## src/rtl/peer_table_link_quality_top_macros.svh

```systemverilog
// ----------------------------------------------------------------------------
// Assertion macros for the peer table link quality block
// Shared concurrent assertion forms, clocked on clk_i, idle during reset.
// ----------------------------------------------------------------------------
`ifndef PEER_TABLE_LINK_QUALITY_TOP_MACROS_SVH
`define PEER_TABLE_LINK_QUALITY_TOP_MACROS_SVH

// same-cycle implication
`define PTLQ_ASSERT_IMPL(name, ante, cons, msg) \
  name: assert property (@(posedge clk_i) disable iff (!rst_ni) (ante) |-> (cons)) \
    else $error(msg);

// next-cycle implication
`define PTLQ_ASSERT_NEXT(name, ante, cons, msg) \
  name: assert property (@(posedge clk_i) disable iff (!rst_ni) (ante) |=> (cons)) \
    else $error(msg);

`endif

```

## src/rtl/ptlq_pkg.sv

```systemverilog
// ----------------------------------------------------------------------------
// Peer table link quality package
// Sizes, codes, request/response types and shared helpers.
// ----------------------------------------------------------------------------
package ptlq_pkg;

  localparam int TABLE_ENTRIES = 32;
  localparam int SLOT_W        = (TABLE_ENTRIES > 1) ? $clog2(TABLE_ENTRIES) : 1;
  localparam int CNT_W         = $clog2(TABLE_ENTRIES + 1);

  // queue depth must be a power of two, pointers wrap naturally
  localparam int QUEUE_DEPTH = 2;
  localparam int QUEUE_AW    = (QUEUE_DEPTH > 1) ? $clog2(QUEUE_DEPTH) : 1;
  localparam int QUEUE_CW    = $clog2(QUEUE_DEPTH + 1);

  localparam int DIV_NUM_W = 42;
  localparam int DIV_DEN_W = 33;
  localparam int DIV_CNT_W = $clog2(DIV_NUM_W + 1);

  localparam int CFG_IDX_W = 2;

  localparam logic [31:0] FRESH_RESET   = 32'd60000;
  localparam logic [31:0] WINDOW_RESET  = 32'd10000;
  localparam logic [9:0]  PERMILLE_FULL = 10'd1000;
  localparam logic [15:0] PDR_NONE      = 16'hFFFF;

  // function codes
  localparam logic [1:0] FUNC_HEARTBEAT = 2'd0;
  localparam logic [1:0] FUNC_TICK      = 2'd1;
  localparam logic [1:0] FUNC_GAP       = 2'd2;

  // action codes
  localparam logic [1:0] ACT_REJECT   = 2'd0;
  localparam logic [1:0] ACT_EXISTING = 2'd1;
  localparam logic [1:0] ACT_FREE     = 2'd2;
  localparam logic [1:0] ACT_EVICT    = 2'd3;

  // register indexes
  localparam logic [CFG_IDX_W-1:0] CFG_FRESH  = 2'd0;
  localparam logic [CFG_IDX_W-1:0] CFG_WINDOW = 2'd1;

  typedef enum logic [1:0] {
    OP_HEARTBEAT,
    OP_TICK,
    OP_GAP,
    OP_NONE
  } op_e;

  typedef struct packed {
    logic [1:0]        func;
    logic [31:0]       now_ms;
    logic [23:0]       peer_id;
    logic [31:0]       seq;
    logic [31:0]       sender_up_ms;
    logic signed [7:0] rssi;
    logic [31:0]       off_ms;
  } req_t;

  typedef struct packed {
    logic              accepted;
    logic [4:0]        slot;
    logic [1:0]        action;
    logic signed [7:0] rssi_avg;
    logic [31:0]       gaps_total;
    logic [15:0]       window_pdr;
    logic              window_closed;
    logic [9:0]        observed_permille;
  } rsp_t;

  typedef struct packed {
    logic [CFG_IDX_W-1:0] index;
    logic [31:0]          data;
  } cfg_t;

  typedef struct packed {
    op_e  op;
    req_t req;
  } q_item_t;

  typedef struct packed {
    logic [23:0]       id;
    logic [31:0]       last_heard;
    logic signed [7:0] rssi_avg;
    logic [31:0]       last_seq;
    logic [31:0]       rx_cnt;
    logic [31:0]       gap_cnt;
    logic [31:0]       win_rx;
    logic [31:0]       win_gap;
    logic [15:0]       win_pdr;
    logic [31:0]       uptime;
  } entry_t;

  typedef struct packed {
    logic                 start;
    logic [DIV_NUM_W-1:0] num;
    logic [DIV_DEN_W-1:0] den;
  } div_req_t;

  typedef struct packed {
    logic                 busy;
    logic                 done;
    logic [DIV_NUM_W-1:0] quo;
  } div_rsp_t;

  function automatic entry_t clear_entry(input logic [23:0] id);
    entry_t e;
    e         = '0;
    e.id      = id;
    e.win_pdr = PDR_NONE;
    return e;
  endfunction

endpackage

```

## src/rtl/ptlq_if.sv

```systemverilog
// ----------------------------------------------------------------------------
// Peer table link quality channel interfaces
// Valid/ready channels for requests, responses and register writes.
// ----------------------------------------------------------------------------
interface ptlq_req_if;
  logic            valid;
  logic            ready;
  ptlq_pkg::req_t  payload;
  modport source (output valid, output payload, input ready);
  modport sink   (input valid, input payload, output ready);
endinterface


```

## src/rtl/ptlq_front.sv

```systemverilog
// ----------------------------------------------------------------------------
// Request front end
// Accepts requests, classifies the function code, queues them for the engine.
// ----------------------------------------------------------------------------
`include "peer_table_link_quality_top_macros.svh"

module ptlq_front (
  input  logic               clk_i,
  input  logic               rst_ni,
  ptlq_req_if.sink           req_i,
  output logic               item_valid_o,
  input  logic               item_ready_i,
  output ptlq_pkg::q_item_t  item_o
);
  import ptlq_pkg::*;

  q_item_t             q_mem [QUEUE_DEPTH];
  logic [QUEUE_AW-1:0] wr_ptr_q;
  logic [QUEUE_AW-1:0] rd_ptr_q;
  logic [QUEUE_CW-1:0] cnt_q;
  logic                push;
  logic                pop;
  q_item_t             in_item;

  always_comb begin
    in_item.req = req_i.payload;
    unique case (req_i.payload.func)
      FUNC_HEARTBEAT: in_item.op = OP_HEARTBEAT;
      FUNC_TICK:      in_item.op = OP_TICK;
      FUNC_GAP:       in_item.op = OP_GAP;
      default:        in_item.op = OP_NONE;
    endcase
  end

  assign req_i.ready  = cnt_q != QUEUE_CW'(QUEUE_DEPTH);
  assign push         = req_i.valid && req_i.ready;
  assign item_valid_o = cnt_q != '0;
  assign pop          = item_valid_o && item_ready_i;
  assign item_o       = q_mem[rd_ptr_q];

  always_ff @(posedge clk_i) begin
    if (push) begin
      q_mem[wr_ptr_q] <= in_item;
    end
  end

  always_ff @(posedge clk_i or negedge rst_ni) begin
    if (!rst_ni) begin
      wr_ptr_q <= '0;
      rd_ptr_q <= '0;
      cnt_q    <= '0;
    end else begin
      if (push) wr_ptr_q <= wr_ptr_q + QUEUE_AW'(1);
      if (pop)  rd_ptr_q <= rd_ptr_q + QUEUE_AW'(1);
      if (push && !pop) begin
        cnt_q <= cnt_q + QUEUE_CW'(1);
      end else if (pop && !push) begin
        cnt_q <= cnt_q - QUEUE_CW'(1);
      end
    end
  end

  `PTLQ_ASSERT_NEXT(a_queue_fill, push && !pop, cnt_q == $past(cnt_q) + QUEUE_CW'(1), "queue count did not grow on push")

endmodule

```

## src/flat_wrapper.sv

```systemverilog
// flat-port wrapper written by rule: the top's interface ports become plain ports
module ptlq_front_flat import ptlq_pkg::*;
  (clk_i, rst_ni, item_valid_o, item_ready_i, item_o, req_i_valid, req_i_payload, req_i_ready);
  ptlq_req_if req_i_i ();
  input  logic clk_i;
  input  logic rst_ni;
  output logic item_valid_o;
  input  logic item_ready_i;
  output ptlq_pkg::q_item_t item_o;
  input wire logic [$bits(req_i_i.valid)-1:0] req_i_valid;
  input wire logic [$bits(req_i_i.payload)-1:0] req_i_payload;
  output wire logic [$bits(req_i_i.ready)-1:0] req_i_ready;
  assign req_i_i.valid = req_i_valid;
  assign req_i_i.payload = req_i_payload;
  assign req_i_ready = req_i_i.ready;
  ptlq_front u_core (.clk_i(clk_i), .rst_ni(rst_ni), .req_i(req_i_i), .item_valid_o(item_valid_o), .item_ready_i(item_ready_i), .item_o(item_o));
endmodule
```

## config.mk

```make
export PLATFORM = sky130hd
export DESIGN_NAME = ptlq_front_flat
export DESIGN_NICKNAME = d
export VERILOG_FILES = /design/src/rtl/ptlq_pkg.sv /design/src/rtl/ptlq_if.sv /design/src/rtl/ptlq_front.sv /design/src/flat_wrapper.sv
export VERILOG_INCLUDE_DIRS = /design/src /design/src/rtl
export SDC_FILE = /design/constraint.sdc
export NUM_CORES = 1
export LEC_CHECK = 0
export ABC_AREA = 1
export BUFFER_PORTS_ARGS = -buffer_cell sky130_fd_sc_hd__buf_2
export CORE_ASPECT_RATIO = 1.1
export CORE_MARGIN = 2
export CORE_UTILIZATION = 47
export CTS_CLUSTER_SIZE = 8
export DETAILED_ROUTE_END_ITERATION = 10
export HOLD_SLACK_MARGIN = 0.05
export PLACE_DENSITY = 0.86
export REMOVE_ABC_BUFFERS = 1
export SLEW_MARGIN = 15
export SYNTH_ARGS = -nofsm -noshare
export SYNTH_HDL_FRONTEND = slang
export SYNTH_SLANG_ARGS = --single-unit
```

## constraint.sdc

```tcl
create_clock -name clk_i -period 7.6 [get_ports clk_i]
set_input_delay 1.52 -clock clk_i [delete_from_list [all_inputs] [get_ports clk_i]]
set_output_delay 1.52 -clock clk_i [all_outputs]
set_load 0.1 [all_outputs]
```

==> flow_summary.rst, run 1 <==
.. list-table::
   :header-rows: 1

   * - Metric
     - Value
   * - Share of synthesized registers carrying an async set or reset
     - 0.01205
   * - Library cell occupying the most area in the post-synthesis netlist
     - sky130_fd_sc_hd__edfxtp_1
   * - Clock latency on the worst-skew pair
     - 0.52 ns
   * - Reg2reg start
     - u_core.cnt_q[0]
   * - Avg Inst Size Synth
     - 13.64 um2
   * - Final worst-path cycle share
     - 0.6226
   * - Delay of the slowest cell on the worst path
     - 0.72 ns
   * - HPWL after detailed placement
     - 17030 um
   * - Hold-critical path endpoint
     - u_core.cnt_q[0]
   * - Detail-routed via count per cell
     - 4.864
   * - Main flop type after synthesis
     - sky130_fd_sc_hd__edfxtp_1
   * - Number of remaining DRC errors
     - 0
   * - Setup Buffers After CTS
     - 0
   * - Endpoints failing hold
     - 0
   * - Number of sinks driven by the clock tree
     - 332
   * - Clock skew
     - 0.01321 ns
   * - Seq. cell area
     - 0.009953 mm2
   * - Iteration count of the initial detailed-routing pass
     - 5
   * - Post-layout net count
     - 1406
   * - Setup crit start kind
     - register
   * - Arrival time at the worst endpoint
     - 3.21 ns
   * - Setup violations, final
     - 0
   * - Via count
     - 7792
   * - Number of H-tree levels
     - 2
   * - CTS tree
     - yes
   * - Chip Height
     - 172.3 um
   * - Critical path's slowest cell
     - sky130_fd_sc_hd__inv_4
   * - Clock-pin slew on the worst setup and hold paths
     - 0.05 ns
   * - YS warnings
     - 0
   * - Number of rows in the core area
     - 61
   * - Number of fill cells in the layout
     - 1844
   * - Top cells by area, synth
     - sky130_fd_sc_hd__edfxtp_1 (81%), sky130_fd_sc_hd__nand2_1 (16%), sky130_fd_sc_hd__buf_2 (1.4%)
   * - Commonest cells post-synth
     - sky130_fd_sc_hd__nand2_1 (502), sky130_fd_sc_hd__edfxtp_1 (328), sky130_fd_sc_hd__buf_2 (35), sky130_fd_sc_hd__inv_1 (6), sky130_fd_sc_hd__dfrtp_1 (4)
   * - Count of cells along the worst register-to-register path
     - 6
   * - Post-detailed-route wirelength per cell
     - 16.65 um
   * - Quantity of gates resized following cts
     - 0
   * - Detailed Route Iter0 Violations
     - 540
   * - Placeable core region
     - 0.02526 mm2
   * - Total Die Area
     - 0.02705 mm2
   * - Startpoint of the tightest hold check path
     - u_core.cnt_q[0]
   * - Total of flip-flops plus latches after synthesis
     - 332
   * - Slew @ Worst Pin
     - 0.9199 ns
   * - Die extent in x
     - 157.0 um
   * - Cell at the root of the clock tree
     - sky130_fd_sc_hd__clkbuf_16
   * - Area occupied by multi-input gates
     - 0.001953 mm2
   * - Number of global-route vias before repair
     - 7654
   * - Max Clk Rate
     - 0.2113 GHz
   * - Wirelength, routed
     - 26680 um
   * - Number of pins exceeding their max-slew limit in the final report
     - 0
   * - Mapped Cells
     - 887
   * - Total global routing overflow
     - 0
   * - Initial standard-cell utilization of the core
     - 0.4790
   * - Setup repair after global routing missed its margin
     - false
   * - Post-Route Setup TNS
     - 0 ns
   * - Remaining antenna violation count
     - 0
   * - CTS buffer count
     - 47
   * - Number of unique standard cell types used by synthesis
     - 13
   * - Outcome
     - finished clean
   * - Slew HR
     - 0.3867
   * - Shortest clock period the worst path allows after layout
     - 4.732 ns
   * - Cell area after synthesis
     - 0.01210 mm2
   * - Element type at the critical path end
     - primary output
   * - Hold bufs inserted after CTS
     - 0
   * - Initial antenna violation count
     - 7
   * - Maximum clock path buffer count
     - 3
   * - FF-to-FF End
     - u_core.q_mem[0][137]
   * - Final weighted congestion in routability-driven placement
     - 0.7656
   * - Fraction of post-synthesis cell area in the top cell type by area
     - 0.8140
   * - Max-Cap Viols
     - 0
   * - Worst path buffer plus inverter count
     - 3
   * - Wire length of the first global-routing pass
     - 38830 um
   * - Startpoint-to-endpoint class of the critical path
     - register to primary output
   * - R2R Setup Slk
     - 4.90 ns
   * - Family with the most delay on the worst path
     - buffers and inverters
   * - Sequential area share after synthesis
     - 0.8223
   * - Most common cell type on the critical path
     - sky130_fd_sc_hd__nand2_1
   * - Count of flip-flops with a built-in enable after synthesis
     - 328
   * - Worst hold-check path type
     - register to register
   * - Number of cells on the worst hold path
     - 1
   * - Io pins
     - 332
   * - Ordered list of cells on the worst path
     - inv_4 -> buf_4 -> nand2_1 -> nand2_1 -> buf_2
   * - Largest net degree at the start of global routing
     - 88
   * - Most used standard cell by instance count after synthesis
     - sky130_fd_sc_hd__nand2_1
   * - Data required time of the critical path
     - 6.08 ns
   * - Port Buffers
     - 331
   * - Maximum fanout along the worst path
     - 87
   * - Share of final-layout standard cells stronger than drive strength 1
     - 0.3165
   * - Syn-to-layout area delta
     - 27.32%
   * - GRT Overall Usage
     - 0.1869
[worst max path at each step]
stage / cells after the start / to / slack, ns / startpoint
2_1_floorplan: 2 / u_core.q_mem[0][0] / -1.60 / req_i_valid
3_3_place_gp: 5 / item_o[11] / 3.41 / u_core.rd_ptr_q
3_5_place_dp: 5 / item_o[51] / 3.38 / u_core.rd_ptr_q
4_1_cts: 5 / item_o[3] / 2.82 / u_core.rd_ptr_q
5_1_grt: 5 / item_o[11] / 2.67 / u_core.rd_ptr_q
6_report: 5 / item_o[51] / 2.87 / u_core.rd_ptr_q
[cell families after synthesis]
group | count (synthesis) | share of synthesized area
buffers and inverters | 45 | 0.01758
and+or+nand+nor | 507 | 0.1577
DFF | 332 | 0.8223
xor gates and xnor gates | 2 | 0.001448
adders and majority gates | 1 | 0.001034
[stage by stage]
stage | hold slack (ns) | setup WS [ns] | cell area, um2 | cells | util
2_1_floorplan | 0.4625 | -1.596 | 11910 | 849 | -
5_1_grt | 0.5233 | 2.672 | 15400 | 1598 | 0.6094
6_report | 0.5076 | 2.868 | 15410 | 1602 | 0.6098
3_5_place_dp | 0.4927 | 3.378 | 14100 | 1536 | 0.5581
3_3_place_gp | 0.4813 | 3.408 | 14100 | 1536 | 0.5581
4_1_cts | 0.5087 | 2.818 | 15390 | 1594 | 0.6090
[worst register-to-register path, delay by kind of cell (launching register included)]
family	cells	cell delay (ns)
buffers and inverters	3	1.48
DFF	1	0.38
and+or+nand+nor	3	0.41
[flip-flops by register name, indices dropped and copies added (netlist names)]
signal / flops
u_core.rd_ptr_q: 1
u_core.wr_ptr_q: 1
u_core.q_mem: 328
u_core.cnt_q: 2
[layout make-up]
class / count / area share
diodes: 8 / 0.001299
clock buffers: 57 / 0.08154
clock inverters: 1 / 0.001949
inverters: 7 / 0.001868
multi-input cells: 510 / 0.1268
flip-flops and latches: 332 / 0.6461
well taps: 346 / 0.02810
repair buffers: 341 / 0.1124
[per-layer routing]
metal	vias up	global-route usage	routed length, um
met4	2	0.09454	1108
met1	3665	0.2069	9581
met2	348	0.3305	14010
met3	79	0.05188	1959
li1	3698	-	-
met5	-	0	13
[placed cells by master, fill, tap and decap left out]
cell type and count:
sky130_fd_sc_hd__nand4_1 1, sky130_fd_sc_hd__clkbuf_1 8, sky130_fd_sc_hd__xnor2_1 1, sky130_fd_sc_hd__clkbuf_16 49
sky130_fd_sc_hd__inv_4 1, sky130_fd_sc_hd__diode_2 8, sky130_fd_sc_hd__bufinv_16 1, sky130_fd_sc_hd__buf_2 331
sky130_fd_sc_hd__nand3_1 2, sky130_fd_sc_hd__nand2_1 502, sky130_fd_sc_hd__buf_4 10, sky130_fd_sc_hd__xor2_1 1
sky130_fd_sc_hd__ha_1 1, sky130_fd_sc_hd__edfxtp_1 328, sky130_fd_sc_hd__dfrtp_4 1, sky130_fd_sc_hd__nor2_4 2
sky130_fd_sc_hd__inv_1 6, sky130_fd_sc_hd__dfrtp_1 3
Power of run 1 is left out: the tool's default activity adds up to more than one toggle a clock period on the data nets, which glitch-free logic cannot reach.
==> run 2, diff against run 1 <==
Settings changed: CORE_UTILIZATION 47 to 52, PLACE_DENSITY 0.86 to 0.89.
Clock period 7.6 ns to 4.8 ns, I/O delays scaled along.
==> run 2 against run 1 <==
Register-to-register slack worse by 2.5 ns. Global-route usage grew 2.7 points. Non-clock buffer count shrank 2. Critical endpoint is now item_o[116]. Critical path type unchanged.
==> flow_summary.rst, run 2 (synthesized netlist as in run 1, its figures left out) <==
.. list-table::
   :header-rows: 1

   * - Metric
     - Value
   * - Number of H-tree levels
     - 2 (unchanged)
   * - WL met1
     - 9406 um (-1.8%)
   * - Register with the highest flop count
     - u_core.q_mem
   * - Detailed Route Iter0 Violations
     - 468 (-13%)
   * - Clock latency on the worst-skew pair
     - 0.52 ns (about the same)
   * - Syn-to-layout area delta
     - 26.85%
   * - Number of rows in the core area
     - 58 (-4.9%)
   * - Placeable core region
     - 0.02286 mm2 (-9.5%)
   * - Max Clk Rate
     - 0.2539 GHz
   * - Number of global-route vias before repair
     - 7932 (+3.6%)
   * - Data required time of the critical path
     - 3.84 ns (-2.24 ns)
   * - Total Die Area
     - 0.02451 mm2 (-9.4%)
   * - Setup Buffers After CTS
     - 0 (unchanged)
   * - Quantity of gates resized following cts
     - 0 (unchanged)
   * - Number of sinks driven by the clock tree
     - 332 (unchanged)
   * - Cell at the root of the clock tree
     - sky130_fd_sc_hd__clkbuf_16
   * - Ordered list of cells on the worst path
     - inv_4 -> buf_4 -> nand2_1 -> nand2_1 -> buf_2
   * - Leading cell type in the layout, fill and taps excluded
     - sky130_fd_sc_hd__nand2_1
   * - Initial antenna violation count
     - 4 (-3)
   * - Outcome
     - finished clean
   * - Number of cells after detailed placement
     - 1488 (-3.1%)
   * - Hold bufs inserted after CTS
     - 0 (unchanged)
   * - Post-Route Setup TNS
     - 0 ns (unchanged)
   * - Setup crit start kind
     - register
   * - Setup repair after global routing missed its margin
     - false
   * - Chip Height
     - 164.0 um (-4.8%)
   * - Final design instance area without fill
     - 0.01535 mm2 (-0.37%)
   * - Final weighted congestion in routability-driven placement
     - 0.8200 (+7.1%)
   * - Maximum clock path buffer count
     - 3 (unchanged)
   * - GRT Overall Usage
     - 0.2136 (+0.02662)
   * - Startpoint-to-endpoint class of the critical path
     - register to primary output
   * - Non-filler instance count after layout
     - 1550 (-3.2%)
   * - Wire length of the first global-routing pass
     - 39880 um (+2.7%)
   * - Total global routing overflow
     - 0 (unchanged)
   * - Post-detailed-route wirelength per cell
     - 17.43 um (+4.6%)
   * - Largest net degree at the start of global routing
     - 95 (+8.0%)
   * - Slew @ Worst Pin
     - 0.9658 ns (+0.04587 ns)
   * - Highest-count cells in the layout ignoring fill and taps
     - sky130_fd_sc_hd__nand2_1 (502), sky130_fd_sc_hd__buf_2 (331), sky130_fd_sc_hd__edfxtp_1 (328), sky130_fd_sc_hd__clkbuf_16 (49), sky130_fd_sc_hd__clkbuf_1 (9)
   * - Element type at the critical path end
     - primary output
   * - DR WL met2
     - 14290 um (+2.0%)
   * - Final worst-path cycle share
     - 0.8205
   * - Number of remaining DRC errors
     - 0 (unchanged)
   * - Detail-routed via count per cell
     - 5.063 (+4.1%)
   * - Die extent in x
     - 149.4 um (-4.8%)
   * - CTS tree
     - yes
   * - Remaining antenna violation count
     - 0 (unchanged)
   * - CTS buffer count
     - 47 (unchanged)
   * - Number of pins exceeding their max-slew limit in the final report
     - 0 (unchanged)
   * - Share of final-layout standard cells stronger than drive strength 1
     - 0.3152 (-0.001350)
   * - Initial standard-cell utilization of the core
     - 0.5293 (+0.05036)
   * - Clock-pin slew on the worst setup and hold paths
     - 0.05 ns (about the same)
   * - Area of placed instances
     - 0.01408 mm2 (-0.16%)
   * - Shortest clock period the worst path allows after layout
     - 3.939 ns
   * - Wirelength, routed
     - 27010 um (+1.2%)
   * - Post-layout net count
     - 1404 (-0.14%)
   * - Endpoints failing hold
     - 0 (unchanged)
   * - Registers with the most flip-flops
     - u_core.q_mem: 328 flops, u_core.cnt_q: 2 flops
   * - Top routing layer in use
     - met5
   * - Metal3 WL
     - 1806 um (-7.8%)
   * - Delay of the slowest cell on the worst path
     - 0.75 ns (+0.03 ns)
   * - Maximum fanout along the worst path
     - 67 (-23%)
   * - Port Buffers
     - 331 (unchanged)
   * - Setup violations, final
     - 0 (unchanged)
   * - Io pins
     - 332 (unchanged)
   * - Critical path's slowest cell
     - sky130_fd_sc_hd__dfrtp_4
   * - Slew HR
     - 0.3546 (-0.03211)
   * - Via count
     - 7848 (+0.72%)
   * - Most common cell type on the critical path
     - sky130_fd_sc_hd__nand2_1
   * - Iteration count of the initial detailed-routing pass
     - 5 (unchanged)
   * - Worst hold-check path type
     - primary input to asynchronous set/reset pin
   * - HPWL after detailed placement
     - 17460 um (+2.5%)
   * - Arrival time at the worst endpoint
     - 2.98 ns (-0.23 ns)
   * - Number of flip-flops under the largest register name
     - 328 (unchanged)
   * - Clock skew
     - 0.01431 ns (+0.001101 ns)
   * - Max-Cap Viols
     - 0 (unchanged)
==> run 2: cell types whose count changed in the layout (fill, tap and decap cells not counted) <==
cell | previous run | this run
sky130_fd_sc_hd__buf_4 | 10 | 4
sky130_fd_sc_hd__diode_2 | 8 | 3
sky130_fd_sc_hd__buf_12 | 0 | 4
sky130_fd_sc_hd__bufinv_16 | 1 | 0
sky130_fd_sc_hd__clkbuf_1 | 8 | 9
sky130_fd_sc_hd__clkinv_2 | 0 | 1
==> run 2: cell type report <==
type	count	area [um2]
Sequential cell	332	9953
Multi-Input combinational cell	510	1953
Antenna cell	3	7.507
Clock inverter	1	5.005
Clock buffer	58	1260
Tap cell	300	375.4
Timing Repair Buffer	339	1767
Inverter	7	28.78
Fill cell	1532	7510
==> run 2: metal layers <==
metal / global-route usage / up-vias
li1: - / 3685
met5: 0 / -
met2: 0.3834 / 371
met3: 0.04889 / 100
met1: 0.2309 / 3690
met4: 0.1234 / 2
==> run 2: path summary, 6_finish.rpt <==
kind,startpoint,to,depth (start not counted),slack (ns)
worst max-delay path,u_core.rd_ptr_q,item_o[116],5,0.86
worst min-delay path,rst_ni,u_core.rd_ptr_q,1,0.24
worst max register to register,u_core.cnt_q[0],u_core.q_mem[1][81],5,2.41
worst min register to register,u_core.cnt_q[0],u_core.cnt_q[0],1,0.52
max in group asynchronous,rst_ni,u_core.rd_ptr_q,1,4.43
min in group clk_i,u_core.cnt_q[0],u_core.cnt_q[0],1,0.52
==> run 2: metrics by stage <==
step	setup slack, ns	hold slack, ns	util
after floorplan	-4.114	0.4625	-
after global placement	1.495	0.4878	0.6158
after detailed placement	1.411	0.5096	0.6158
after CTS	0.7760	0.2162	0.6712
after global routing	0.6836	0.2250	0.6715
final	0.8615	0.2360	0.6715
==> run 2: critical path: cells and delay by family (launching register included) <==
family / cells / cell delay (ns)
flip-flops: 1 / 0.75
buffers and inverters: 3 / 1.41
AND/OR/NAND/NOR: 2 / 0.24
Power of run 2 is left out for the same reason.
