**src/rtl/peer_table_link_quality_top_macros.svh**
```systemverilog
// ----------------------------------------------------------------------------
// Assertion macros for the peer table link quality block
// Shared concurrent assertion forms, clocked on clk_i, idle during reset.
// ----------------------------------------------------------------------------
`ifndef PEER_TABLE_LINK_QUALITY_TOP_MACROS_SVH
`define PEER_TABLE_LINK_QUALITY_TOP_MACROS_SVH

// same-cycle implication
`define PTLQ_ASSERT_IMPL(name, ante, cons, msg) \
  name: assert property (@(posedge clk_i) disable iff (!rst_ni) (ante) |-> (cons)) \
    else $error(msg);

// next-cycle implication
`define PTLQ_ASSERT_NEXT(name, ante, cons, msg) \
  name: assert property (@(posedge clk_i) disable iff (!rst_ni) (ante) |=> (cons)) \
    else $error(msg);

`endif

```
**src/rtl/ptlq_pkg.sv**
```systemverilog
// ----------------------------------------------------------------------------
// Peer table link quality package
// Sizes, codes, request/response types and shared helpers.
// ----------------------------------------------------------------------------
package ptlq_pkg;

  localparam int TABLE_ENTRIES = 32;
  localparam int SLOT_W        = (TABLE_ENTRIES > 1) ? $clog2(TABLE_ENTRIES) : 1;
  localparam int CNT_W         = $clog2(TABLE_ENTRIES + 1);

  // queue depth must be a power of two, pointers wrap naturally
  localparam int QUEUE_DEPTH = 2;
  localparam int QUEUE_AW    = (QUEUE_DEPTH > 1) ? $clog2(QUEUE_DEPTH) : 1;
  localparam int QUEUE_CW    = $clog2(QUEUE_DEPTH + 1);

  localparam int DIV_NUM_W = 42;
  localparam int DIV_DEN_W = 33;
  localparam int DIV_CNT_W = $clog2(DIV_NUM_W + 1);

  localparam int CFG_IDX_W = 2;

  localparam logic [31:0] FRESH_RESET   = 32'd60000;
  localparam logic [31:0] WINDOW_RESET  = 32'd10000;
  localparam logic [9:0]  PERMILLE_FULL = 10'd1000;
  localparam logic [15:0] PDR_NONE      = 16'hFFFF;

  // function codes
  localparam logic [1:0] FUNC_HEARTBEAT = 2'd0;
  localparam logic [1:0] FUNC_TICK      = 2'd1;
  localparam logic [1:0] FUNC_GAP       = 2'd2;

  // action codes
  localparam logic [1:0] ACT_REJECT   = 2'd0;
  localparam logic [1:0] ACT_EXISTING = 2'd1;
  localparam logic [1:0] ACT_FREE     = 2'd2;
  localparam logic [1:0] ACT_EVICT    = 2'd3;

  // register indexes
  localparam logic [CFG_IDX_W-1:0] CFG_FRESH  = 2'd0;
  localparam logic [CFG_IDX_W-1:0] CFG_WINDOW = 2'd1;

  typedef enum logic [1:0] {
    OP_HEARTBEAT,
    OP_TICK,
    OP_GAP,
    OP_NONE
  } op_e;

  typedef struct packed {
    logic [1:0]        func;
    logic [31:0]       now_ms;
    logic [23:0]       peer_id;
    logic [31:0]       seq;
    logic [31:0]       sender_up_ms;
    logic signed [7:0] rssi;
    logic [31:0]       off_ms;
  } req_t;

  typedef struct packed {
    logic              accepted;
    logic [4:0]        slot;
    logic [1:0]        action;
    logic signed [7:0] rssi_avg;
    logic [31:0]       gaps_total;
    logic [15:0]       window_pdr;
    logic              window_closed;
    logic [9:0]        observed_permille;
  } rsp_t;

  typedef struct packed {
    logic [CFG_IDX_W-1:0] index;
    logic [31:0]          data;
  } cfg_t;

  typedef struct packed {
    op_e  op;
    req_t req;
  } q_item_t;

  typedef struct packed {
    logic [23:0]       id;
    logic [31:0]       last_heard;
    logic signed [7:0] rssi_avg;
    logic [31:0]       last_seq;
    logic [31:0]       rx_cnt;
    logic [31:0]       gap_cnt;
    logic [31:0]       win_rx;
    logic [31:0]       win_gap;
    logic [15:0]       win_pdr;
    logic [31:0]       uptime;
  } entry_t;

  typedef struct packed {
    logic                 start;
    logic [DIV_NUM_W-1:0] num;
    logic [DIV_DEN_W-1:0] den;
  } div_req_t;

  typedef struct packed {
    logic                 busy;
    logic                 done;
    logic [DIV_NUM_W-1:0] quo;
  } div_rsp_t;

  function automatic entry_t clear_entry(input logic [23:0] id);
    entry_t e;
    e         = '0;
    e.id      = id;
    e.win_pdr = PDR_NONE;
    return e;
  endfunction

endpackage

```
**src/rtl/ptlq_div.sv**
```systemverilog
// ----------------------------------------------------------------------------
// Iterative divider
// Restoring divider, one quotient bit per cycle.
// ----------------------------------------------------------------------------
module ptlq_div (
  input  logic                clk_i,
  input  logic                rst_ni,
  input  ptlq_pkg::div_req_t  req_i,
  output ptlq_pkg::div_rsp_t  rsp_o
);
  import ptlq_pkg::*;

  logic [DIV_DEN_W:0]   rem_q;
  logic [DIV_NUM_W-1:0] quo_q;
  logic [DIV_DEN_W-1:0] den_q;
  logic [DIV_CNT_W-1:0] cnt_q;
  logic                 busy_q;
  logic                 done_q;

  logic [DIV_DEN_W:0] rem_sh;
  logic [DIV_DEN_W:0] den_x;
  logic               ge;

  assign rem_sh = {rem_q[DIV_DEN_W-1:0], quo_q[DIV_NUM_W-1]};
  assign den_x  = {1'b0, den_q};
  assign ge     = rem_sh >= den_x;

  always_ff @(posedge clk_i or negedge rst_ni) begin
    if (!rst_ni) begin
      rem_q  <= '0;
      quo_q  <= '0;
      den_q  <= '0;
      cnt_q  <= '0;
      busy_q <= 1'b0;
      done_q <= 1'b0;
    end else begin
      // one-cycle pulse after the last step
      done_q <= busy_q && !req_i.start && (cnt_q == DIV_CNT_W'(1));
      if (req_i.start) begin
        rem_q  <= '0;
        quo_q  <= req_i.num;
        den_q  <= req_i.den;
        cnt_q  <= DIV_CNT_W'(DIV_NUM_W);
        busy_q <= 1'b1;
      end else if (busy_q) begin
        rem_q <= ge ? (rem_sh - den_x) : rem_sh;
        quo_q <= {quo_q[DIV_NUM_W-2:0], ge};
        cnt_q <= cnt_q - DIV_CNT_W'(1);
        if (cnt_q == DIV_CNT_W'(1)) begin
          busy_q <= 1'b0;
        end
      end
    end
  end

  assign rsp_o.busy = busy_q;
  assign rsp_o.done = done_q;
  assign rsp_o.quo  = quo_q;

endmodule

```
**config.mk**
```make
export PLATFORM = sky130hd
export DESIGN_NAME = ptlq_div
export DESIGN_NICKNAME = d
export VERILOG_FILES = /design/src/rtl/peer_table_link_quality_top_macros.svh /design/src/rtl/ptlq_pkg.sv /design/src/rtl/ptlq_div.sv
export SDC_FILE = /design/constraint.sdc
export NUM_CORES = 1
export LEC_CHECK = 0
export BUFFER_PORTS_ARGS = -buffer_cell sky130_fd_sc_hd__buf_2
export CAP_MARGIN = 15
export CORE_MARGIN = 5
export CORE_UTILIZATION = 60
export CTS_BUF_LIST = sky130_fd_sc_hd__clkbuf_4
export CTS_CLUSTER_DIAMETER = 40
export DETAILED_ROUTE_END_ITERATION = 16
export MAX_ROUTING_LAYER = met4
export PLACE_DENSITY_LB_ADDON = 0.08
export SLEW_MARGIN = 20
export SYNTH_ARGS = -nofsm -noshare
export SYNTH_HDL_FRONTEND = slang
export SYNTH_SLANG_ARGS = --single-unit
```
**constraint.sdc**
```tcl
create_clock -name clk_i -period 6.1 [get_ports clk_i]
set_clock_uncertainty 0.1 [all_clocks]
set_input_delay 0.61 -clock clk_i [delete_from_list [all_inputs] [get_ports clk_i]]
set_output_delay 0.61 -clock clk_i [all_outputs]
set_load 0.02 [all_outputs]
```
==> results.sh, run 1 <==
export IMPL_area_growth_pct=13.5
export IMPL_max_vdd_ir_drop_mv=0.312
export IMPL_gp_congestion=0.872
export IMPL_crit_path_end_kind="flop"
export IMPL_p_leak_uw=0.00415
export IMPL_syn_num_nets=904
export IMPL_power_density_nw_per_um2=419
export IMPL_crit_path_max_incr_delay_ns=0.75
export IMPL_yosysTopAreaCellShare_pct=41.9
export IMPL_final_common_cell="buf_2"
export IMPL_wl_per_cell_um=14.8
export IMPL_ff_latch_area_um2=2910
export IMPL_cts_num_sinks=116
export IMPL_core_um2=11400
export IMPL_power_frac_comb_pct=51.8
export IMPL_antenna_found_initial=0
export IMPL_seq_area_frac_synth_pct=41.9
export IMPL_die_area_um2=13800
export IMPL_synthCells=790
export IMPL_worstSkewPairLatency_ns=0.55
export IMPL_rsz0062_at_grt="false"
export IMPL_cts_resized=0
export IMPL_drt_iter0_markers=350
export IMPL_avgSynthCellArea_um2=8.76
export IMPL_cts_buffer_depth=2
export IMPL_crit_family="compound AO/OA/AOI/OAI gates"
export IMPL_worstMarginPinSlew_ns=1.01
export IMPL_grt_usage_pct=23.7
export IMPL_antenna_cells=0
export IMPL_nFillCells=936
export IMPL_die_h_um=117
export IMPL_synth_area_leaders="dfrtp_1 42%, mux2i_1 7.2%, o21ai_0 7.0%, ha_1 6.3%, nand2_1 5.9%"
export IMPL_layout_common_cells="119 x buf_2, 115 x dfrtp_1, 109 x nand2_1"
export IMPL_ant_nets=0
export IMPL_synth_cell_types=52
export IMPL_drive_above_1_share_pct=18.6
export IMPL_crit_buf_inv=1
export IMPL_setup_tns_final_ns=0
export IMPL_run_status="complete, no violations"
export IMPL_switching_share_pct=42.8
export IMPL_crit_type="flop to flop"
export IMPL_fmax_mhz=256
export IMPL_relSlewSlack_pct=33.0
export IMPL_grt_start_max_net_pins=94
export IMPL_clock_root_buffer="clkbuf_4"
export IMPL_fp_row_count=39
export IMPL_yosysTopAreaCell="dfrtp_1"
export IMPL_internal_power_uw=1890
export IMPL_cp_start_kind="flop"
export IMPL_finalHoldViolCount=0
export IMPL_switchingPower_uw=1410
export IMPL_drc_errors=0
export IMPL_dr_pass1_iters=5
export IMPL_numCtsBuffers=17
export IMPL_post_dp_hpwl_um=11100
export IMPL_crit_slowest_cell="a21oi_4"
export IMPL_maxSlewViolCount=0
export IMPL_clk_pin_slew_ns=0.12
export IMPL_setup_violations_final=0
export IMPL_grt_overflow=0
export IMPL_critical_path_required_ns=6.39
export IMPL_cts_htree_levels=4
export IMPL_crit_arrival_ns=4.19
export IMPL_grt_pass1_vias=5913
export IMPL_ios=122
export IMPL_hold_class="input port to flop"
export IMPL_synth_seq_cells=116
export IMPL_finalCoreUtilization_pct=69.1
export IMPL_die_x_um=117
export IMPL_post_cts_buffers=0
export IMPL_syn_area_um2=6920
export IMPL_async_reset_ff_share_pct=100
export IMPL_p_seq_share_pct=31.2
export IMPL_nets=1002
export IMPL_routed_wirelength_um=15500
export IMPL_grt_pass1_wl_um=26800
export IMPL_crit_chain="ha_1 -> nor2b_1 -> o2111ai_1 -> a311oi_1 -> o21ai_0 -> nand2_1 -> a21oi_4 -> buf_4 -> mux2_2 -> mux2i_1 -> a211oi_2"
export IMPL_vias_per_cell=5.62
export IMPL_synth_edff_count=0
export IMPL_via_count=5867
export IMPL_cts_tree="done"
export IMPL_multiInputGateArea_um2=3670
export IMPL_cp_max_fo=33
export IMPL_clockPowerShare_pct=17.0
export IMPL_cap_violations=0
export IMPL_start_util_pct=60.9
export IMPL_place_port_buffers=121
export IMPL_ys_flop_type="dfrtp_1"
export IMPL_finalCriticalPeriod_ns=3.90
export IMPL_yosysWarnings=0
export IMPL_finalCritPeriodShare_pct=64.0
export IMPL_hold_buffers=1
worst paths after layout:
path / startpoint / depth (start not counted) / slack (ns) / end
setup / recovery: rem_q[1] / 11 / 2.20 / rem_q[31]
hold / removal: req_i[67] / 3 / 0.16 / quo_q[34]
setup reg to reg: rem_q[1] / 11 / 2.20 / rem_q[31]
hold reg to reg: den_q[0] / 1 / 0.42 / den_q[0]
max in group asynchronous: rst_ni / 3 / 4.11 / quo_q[32]
min in group asynchronous: rst_ni / 2 / 0.47 / rem_q[11]
sequential cells by signal, indices dropped and copies added, names as in the netlist:
name	flops
done_q	1
quo_q	42
den_q	33
rem_q	33
busy_q	1
cnt_q	6
layout make-up:
class	instances	share of cell area (%)
Clock buffer	17	1.62
Clock inverter	15	1.97
Inverter	44	2.10
Multi-Input combinational cell	583	46.7
Sequential cell	116	37.0
Tap cell	143	2.28
Timing Repair Buffer	126	8.28
per-stage QoR:
step | power, µW | setup slack [ns] | cells | hold slack [ns] | area [µm²]
floorplan | 2370 | 3.09 | 790 | 0.214 | 6920
global route | 3570 | 1.74 | 1044 | 0.112 | 7860
CTS | 3300 | 2.14 | 1044 | 0.121 | 7860
finish | 3300 | 2.20 | 1044 | 0.157 | 7860
global placement | 2680 | 2.31 | 1011 | 0.398 | 7560
detailed placement | 2730 | 2.17 | 1011 | 0.402 | 7560
worst min-delay path, stage by stage:
cell and delay, ns:
buf_2 0.07, nand2_1 0.04, o21ai_0 0.06
routing by layer:
layer  wire [µm]  track usage, %  vias to the layer above  part of all wire (%)
met1        7090            30.2                     2729                    46
met4         274            8.48                        0                   1.8
li1            -               -                     2956                     -
met2        7160            36.0                      157                    46
met5           0               -                        -                     0
met3         928            7.03                       25                   6.0
cell families after synthesis:
| logic type | synth area share, % |
|---|---|
| mux | 7.88 |
| buf+inv | 5.15 |
| simple gates | 14.2 |
| xor+xnor | 4.18 |
| flops | 41.9 |
| compound gates | 20.1 |
| fa+ha+maj | 6.62 |
power by group through the flow:
stage / Clock (µW) / Combinational [µW] / Sequential (µW)
after detailed placement: 0 / 1690 / 1040
after global placement: 0 / 1650 / 1030
after global routing: 615 / 1900 / 1050
final: 561 / 1710 / 1030
after floorplan: 0 / 1320 / 1050
after CTS: 575 / 1700 / 1030
cells in the mapped netlist (3+ instances only):
master and instances:
a211oi_1 28, nor3_1 7, nand3_1 10, o21ai_0 97, mux2_2 4, clkbuf_1 37
nor4_1 4, a21oi_1 56, xor2_1 11, nand2_1 109, xnor2_1 22, inv_1 43
dfrtp_1 116, mux2i_1 50, o21bai_1 7, nand2b_1 7, a31oi_1 6, or2_2 4
ha_1 35, o21a_1 5, nor2_1 64, o211a_1 3, nand4_1 7, and3_1 3
nor2b_1 4, a21o_1 9, o211ai_1 5, buf_2 6
No activity file was read; power rests on OpenSTA's default activity.
==> inputs of run 2 (changes only) <==
Settings changed: ABC_AREA set to 1, CORE_UTILIZATION 60 to 54.
Clock period 6.1 ns to 3.2 ns, I/O delays scaled along.
==> results.sh, run 2 <==
export IMPL_run_status="complete, no violations"
export IMPL_regMostFlops="quo_q"
export IMPL_p_seq_share_pct=29.0
export IMPL_rrSetupSlack_ns=0.44
export IMPL_fp_row_count=43
export IMPL_clockPowerShare_pct=16.8
export IMPL_routed_wirelength_um=21900
export IMPL_cp_start_kind="flop"
export IMPL_power_uw=6480
export IMPL_grt_usage_pct=28.5
export IMPL_wl_per_cell_um=14.5
export IMPL_ys_top_cells_by_count="422 x nand2_1, 195 x inv_1, 116 x dfrtp_1"
export IMPL_clk_pin_slew_ns=0.13
export IMPL_clock_root_buffer="clkbuf_4"
export IMPL_p_leak_uw=0.00523
export IMPL_finalCritPeriodShare_pct=86.1
export IMPL_finalCoreUtilization_pct=67.9
export IMPL_grt_pass1_vias=7803
export IMPL_internal_power_uw=3490
export IMPL_maxSlewViolCount=0
export IMPL_cts_buffer_depth=2
export IMPL_power_density_nw_per_um2=686
export IMPL_synth_area_leaders="dfrtp_1 38%, nand2_1 21%, inv_1 9.5%, nand3_1 5.9%, ha_1 5.7%"
export IMPL_gp_congestion=0.951
export IMPL_worstMarginPinSlew_ns=0.942
export IMPL_nFillCells=1218
export IMPL_cts_num_sinks=116
export IMPL_avgSynthCellArea_um2=6.81
export IMPL_seq_area_frac_synth_pct=37.7
export IMPL_synth_seq_cells=116
export IMPL_cts_htree_levels=4
export IMPL_switching_share_pct=46.1
export IMPL_ant_nets=0
export IMPL_cap_violations=0
export IMPL_syn_num_nets=1244
export IMPL_setup_tns_final_ns=0
export IMPL_synth_cell_types=37
export IMPL_fin_ws_ns=0.444
export IMPL_synth_edff_count=0
export IMPL_crit_arrival_ns=3.13
export IMPL_largest_register_ffs=42
export IMPL_area_growth_pct=22.9
export IMPL_async_reset_ff_share_pct=100
export IMPL_rsz0062_at_grt="false"
export IMPL_syn_area_um2=7690
export IMPL_ios=122
export IMPL_die_area_um2=16700
export IMPL_numCtsBuffers=17
export IMPL_power_frac_comb_pct=54.2
export IMPL_dr_pass1_iters=6
export IMPL_layout_common_cells="422 x nand2_1, 195 x inv_1, 119 x buf_2"
export IMPL_grt_start_max_net_pins=86
export IMPL_cp_max_fo=34
export IMPL_via_count=7707
export IMPL_cts_tree="done"
export IMPL_drc_errors=0
export IMPL_drt_iter0_markers=518
export IMPL_yosysTopAreaCell="dfrtp_1"
export IMPL_place_inst=1403
export IMPL_antenna_found_initial=0
export IMPL_yosysWarnings=0
export IMPL_finalCriticalPeriod_ns=2.76
export IMPL_fmax_mhz=363
export IMPL_final_cells=1509
export IMPL_drive_above_1_share_pct=12.6
export IMPL_place_ws_ns=0.476
export IMPL_post_cts_buffers=0
export IMPL_finalHoldViolCount=0
export IMPL_nets=1432
export IMPL_antenna_cells=0
export IMPL_yosysMostFrequentCell="nand2_1"
export IMPL_yosysTopAreaCellShare_pct=37.7
export IMPL_final_common_cell="nand2_1"
export IMPL_core_um2=13900
export IMPL_post_dp_hpwl_um=15500
export IMPL_crit_type="flop to flop"
export IMPL_critical_path_required_ns=3.58
export IMPL_hold_class="input port to flop"
export IMPL_synthCells=1130
export IMPL_setup_violations_final=0
export IMPL_die_h_um=129
export IMPL_max_vdd_ir_drop_mv=0.288
export IMPL_vias_per_cell=5.11
export IMPL_crit_path_end_kind="flop"
export IMPL_place_port_buffers=121
export IMPL_worstSkewPairLatency_ns=0.56
export IMPL_start_util_pct=55.2
export IMPL_ys_flop_type="dfrtp_1"
export IMPL_die_x_um=129
export IMPL_grt_overflow=0
export IMPL_top_regs="quo_q (42), den_q (33), rem_q (33)"
export IMPL_switchingPower_uw=2990
export IMPL_relSlewSlack_pct=37.1
export IMPL_grt_pass1_wl_um=37000
## run 2: cell types whose count changed after synthesis, sizes merged, moves of 29 or more
cell and change:
o21ai -43, a21oi -32, nand2 +317, a211oi -29, inv +155, nand3 +82
mux2i -50
## run 2: cell families (layout without fill, tap and decap cells)
| group | Yosys count | after routing | share of synthesized area (%) |
|---|---|---|---|
| buffers and inverters | 233 | 432 | 12.0 |
| adders and majority gates | 36 | 36 | 5.95 |
| xor gates and xnor gates | 15 | 15 | 1.71 |
| and+or+nand+nor | 612 | 612 | 33.5 |
| AOI/OAI and AO/OA | 118 | 118 | 9.17 |
| DFF | 116 | 116 | 37.7 |
## run 2: worst max-delay path: stages (launching register included)
cell and delay (ns):
dfrtp_1 0.36, inv_1 0.07, ha_1 0.22, fa_1 0.41
inv_1 0.11, nand3_1 0.10, nand3_2 0.14, nand2_1 0.08
nand2_1 0.13, nand2_4 0.23, nand2_8 0.31, nand2_2 0.18
nand2_1 0.11, nand2_1 0.06, nand2_1 0.06
## run 2: worst paths after layout
check                           startpoint         to  depth (start not counted)
worst max-delay path             quo_q[41]  rem_q[27]                         14
worst min-delay path             req_i[75]  den_q[21]                          3
worst max register to register   quo_q[41]  rem_q[27]                         14
worst min register to register   rem_q[32]  rem_q[32]                          2
max in group asynchronous           rst_ni  rem_q[25]                          3
min in group asynchronous           rst_ni  quo_q[34]                          2
## run 2: power groups by stage
stage                     Sequential, µW  Clock (µW)  Combinational [µW]
final                               1880        1090                3520
after global routing                1910        1180                4010
after CTS                           1880        1110                3500
after detailed placement            1900           0                3410
after global placement              1900           0                3390
after floorplan                     1940           0                2590
## run 2: through the flow
step | hold slack [ns] | instance area [µm²]
after global placement | 0.184 | 8430
final | 0.113 | 9460
after CTS | 0.0926 | 9460
after floorplan | -0.0756 | 7690
after global routing | 0.117 | 9460
after detailed placement | 0.184 | 8430
## run 2: what timing repair did
item	CTS	global route
endpoints found under the hold margin	106	0
hold buffers	76	0
resized for setup	0	0
## run 2: final cells by class
cell class,count,area [µm²],share of cell area [%]
clock buffers,17,128,1.35
clock inverters,13,143,1.51
inverters,198,743,7.86
multi-input cells,781,3880,41.0
flip-flops and latches,116,2900,30.7
well taps,180,225,2.38
repair buffers,204,1440,15.2
## run 2: per-layer routing
layer  GRT usage, %  routed length (µm)
met5              -                   0
met3           5.65                1170
met2           47.0               10500
met4           7.91                 447
met1           35.9                9760
==> inputs of run 3 (changes only) <==
Settings changed: CORE_ASPECT_RATIO set to 0.75.
==> results.sh, run 3 (synthesis gave the netlist of run 2 again) <==
export IMPL_cts_resized=0
export IMPL_max_vdd_ir_drop_mv=0.331
export IMPL_cts_num_sinks=116
export IMPL_place_port_buffers=121
export IMPL_ant_nets=0
export IMPL_run_status="complete, no violations"
export IMPL_regMostFlops="quo_q"
export IMPL_dr_pass1_iters=5
export IMPL_via_count=7696
export IMPL_vias_per_cell=5.09
export IMPL_grt_start_max_net_pins=59
export IMPL_final_cells=1511
export IMPL_die_h_um=113
export IMPL_setup_tns_final_ns=0
export IMPL_layout_common_cells="422 x nand2_1, 195 x inv_1, 119 x buf_2"
export IMPL_largest_register_ffs=42
export IMPL_drt_iter0_markers=659
export IMPL_worstMarginPinSlew_ns=0.860
export IMPL_area_growth_pct=23.8
export IMPL_place_inst=1402
export IMPL_ios=122
export IMPL_grt_usage_pct=27.8
export IMPL_cp_max_fo=34
export IMPL_hold_class="input port to async pin"
export IMPL_top_regs="quo_q (42), den_q (33), rem_q (33)"
export IMPL_cap_violations=0
export IMPL_post_dp_hpwl_um=15800
export IMPL_finalHoldViolCount=0
export IMPL_grt_pass1_wl_um=36500
export IMPL_cts_htree_levels=4
export IMPL_gp_congestion=0.987
export IMPL_cp_startpoint="quo_q[41]"
export IMPL_nets=1436
export IMPL_clk_pin_slew_ns=0.12
export IMPL_worstSkewPairLatency_ns=0.55
export IMPL_nFillCells=1198
export IMPL_cp_start_kind="flop"
export IMPL_start_util_pct=55.6
export IMPL_critical_path_required_ns=3.58
export IMPL_grt_pass1_vias=7286
export IMPL_crit_arrival_ns=2.92
export IMPL_crit_type="flop to flop"
export IMPL_relSlewSlack_pct=42.6
export IMPL_fmax_mhz=394
export IMPL_grt_overflow=0
export IMPL_wl_per_cell_um=14.8
export IMPL_antenna_found_initial=0
export IMPL_crit_path_end_kind="flop"
export IMPL_clock_root_buffer="clkbuf_4"
export IMPL_routed_wirelength_um=22400
export IMPL_finalCriticalPeriod_ns=2.54
export IMPL_die_x_um=148
export IMPL_p_leak_uw=0.00528
export IMPL_die_area_um2=16800
export IMPL_final_common_cell="nand2_1"
export IMPL_power_density_nw_per_um2=701
export IMPL_maxSlewViolCount=0
export IMPL_core_um2=13800
export IMPL_setup_violations_final=0
export IMPL_drc_errors=0
export IMPL_rsz0062_at_grt="false"
export IMPL_cts_tree="done"
export IMPL_cts_buffer_depth=2
export IMPL_numCtsBuffers=17
export IMPL_r2r_start="quo_q[41]"
export IMPL_finalCritPeriodShare_pct=79.3
export IMPL_drive_above_1_share_pct=13.4
export IMPL_fp_row_count=37
run 3: cell types whose count changed in the layout (fill, tap and decap cells not counted), sizes merged:
cell / previous run / this run
inv: 198 / 201
clkinv: 8 / 7
diode: 0 / 1
buf: 128 / 132
clkinvlp: 2 / 1
clkbuf: 17 / 18
run 3: cell type report:
cell class                 count  area [µm²]  area share, %
antenna                        1        2.50         0.0263
clock buffer                  18         135           1.42
clock inverter                14         178           1.87
inverter                     198         743           7.80
multi-input combinational    781        3880           40.7
sequential                   116        2900           30.5
tap                          175         219           2.30
timing repair buffer         208        1470           15.4
run 3: final timing paths:
path / to / slack (ns) / cells after the start
max: rem_q[25] / 0.66 / 14
min: den_q[6] / 0.27 / 2
max reg2reg: rem_q[25] / 0.66 / 14
min reg2reg: rem_q[20] / 0.42 / 2
max in group asynchronous: cnt_q[0] / 2.01 / 3
min in group clk_i: den_q[26] / 0.30 / 4
run 3: routing by layer:
layer,routed length [µm],share of wire [%],GRT usage [%],vias to the layer above
met5,0,0,-,-
met4,316,1.4,6.83,0
met3,1670,7.5,6.75,28
met2,9610,43,40.2,255
met1,10800,48,39.5,3501
li1,-,-,-,3912
run 3: power by group:
group | switching (µW) | internal (µW) | total [µW]
Clock | 650 | 560 | 1210
Sequential | 161 | 1720 | 1880
Combinational | 2310 | 1280 | 3580
Total | 3120 | 3560 | 6670
run 3: per-stage QoR:
step                setup slack, ns  total power (µW)  utilization (%)  hold slack, ns  area [µm²]
floorplan                     0.899              4520                -         -0.0756        7690
global placement              0.786              5320             61.0           0.330        8450
detailed placement            0.714              5350             61.0           0.331        8450
CTS                           0.671              6640             68.8           0.267        9520
global route                  0.471              7280             68.8           0.297        9520
finish                        0.664              6670             68.8           0.274        9530
run 3: timing repair:
action	4_1_cts	5_1_grt
hold endpoints to repair	129	0
buffers inserted	0	0
hold buffers	76	0
run 3: worst max-delay path, cell delays in order (launching register included):
cell and delay, ns:
dfrtp_1 0.37, inv_1 0.07, ha_1 0.22, fa_1 0.40, inv_1 0.11, nand3_1 0.10
nand3_2 0.12, nand2_1 0.07, nand2_1 0.12, nand2_4 0.13, nand2_8 0.24, nand2_2 0.18
nand2_1 0.11, nand2_1 0.06, nand2_1 0.06
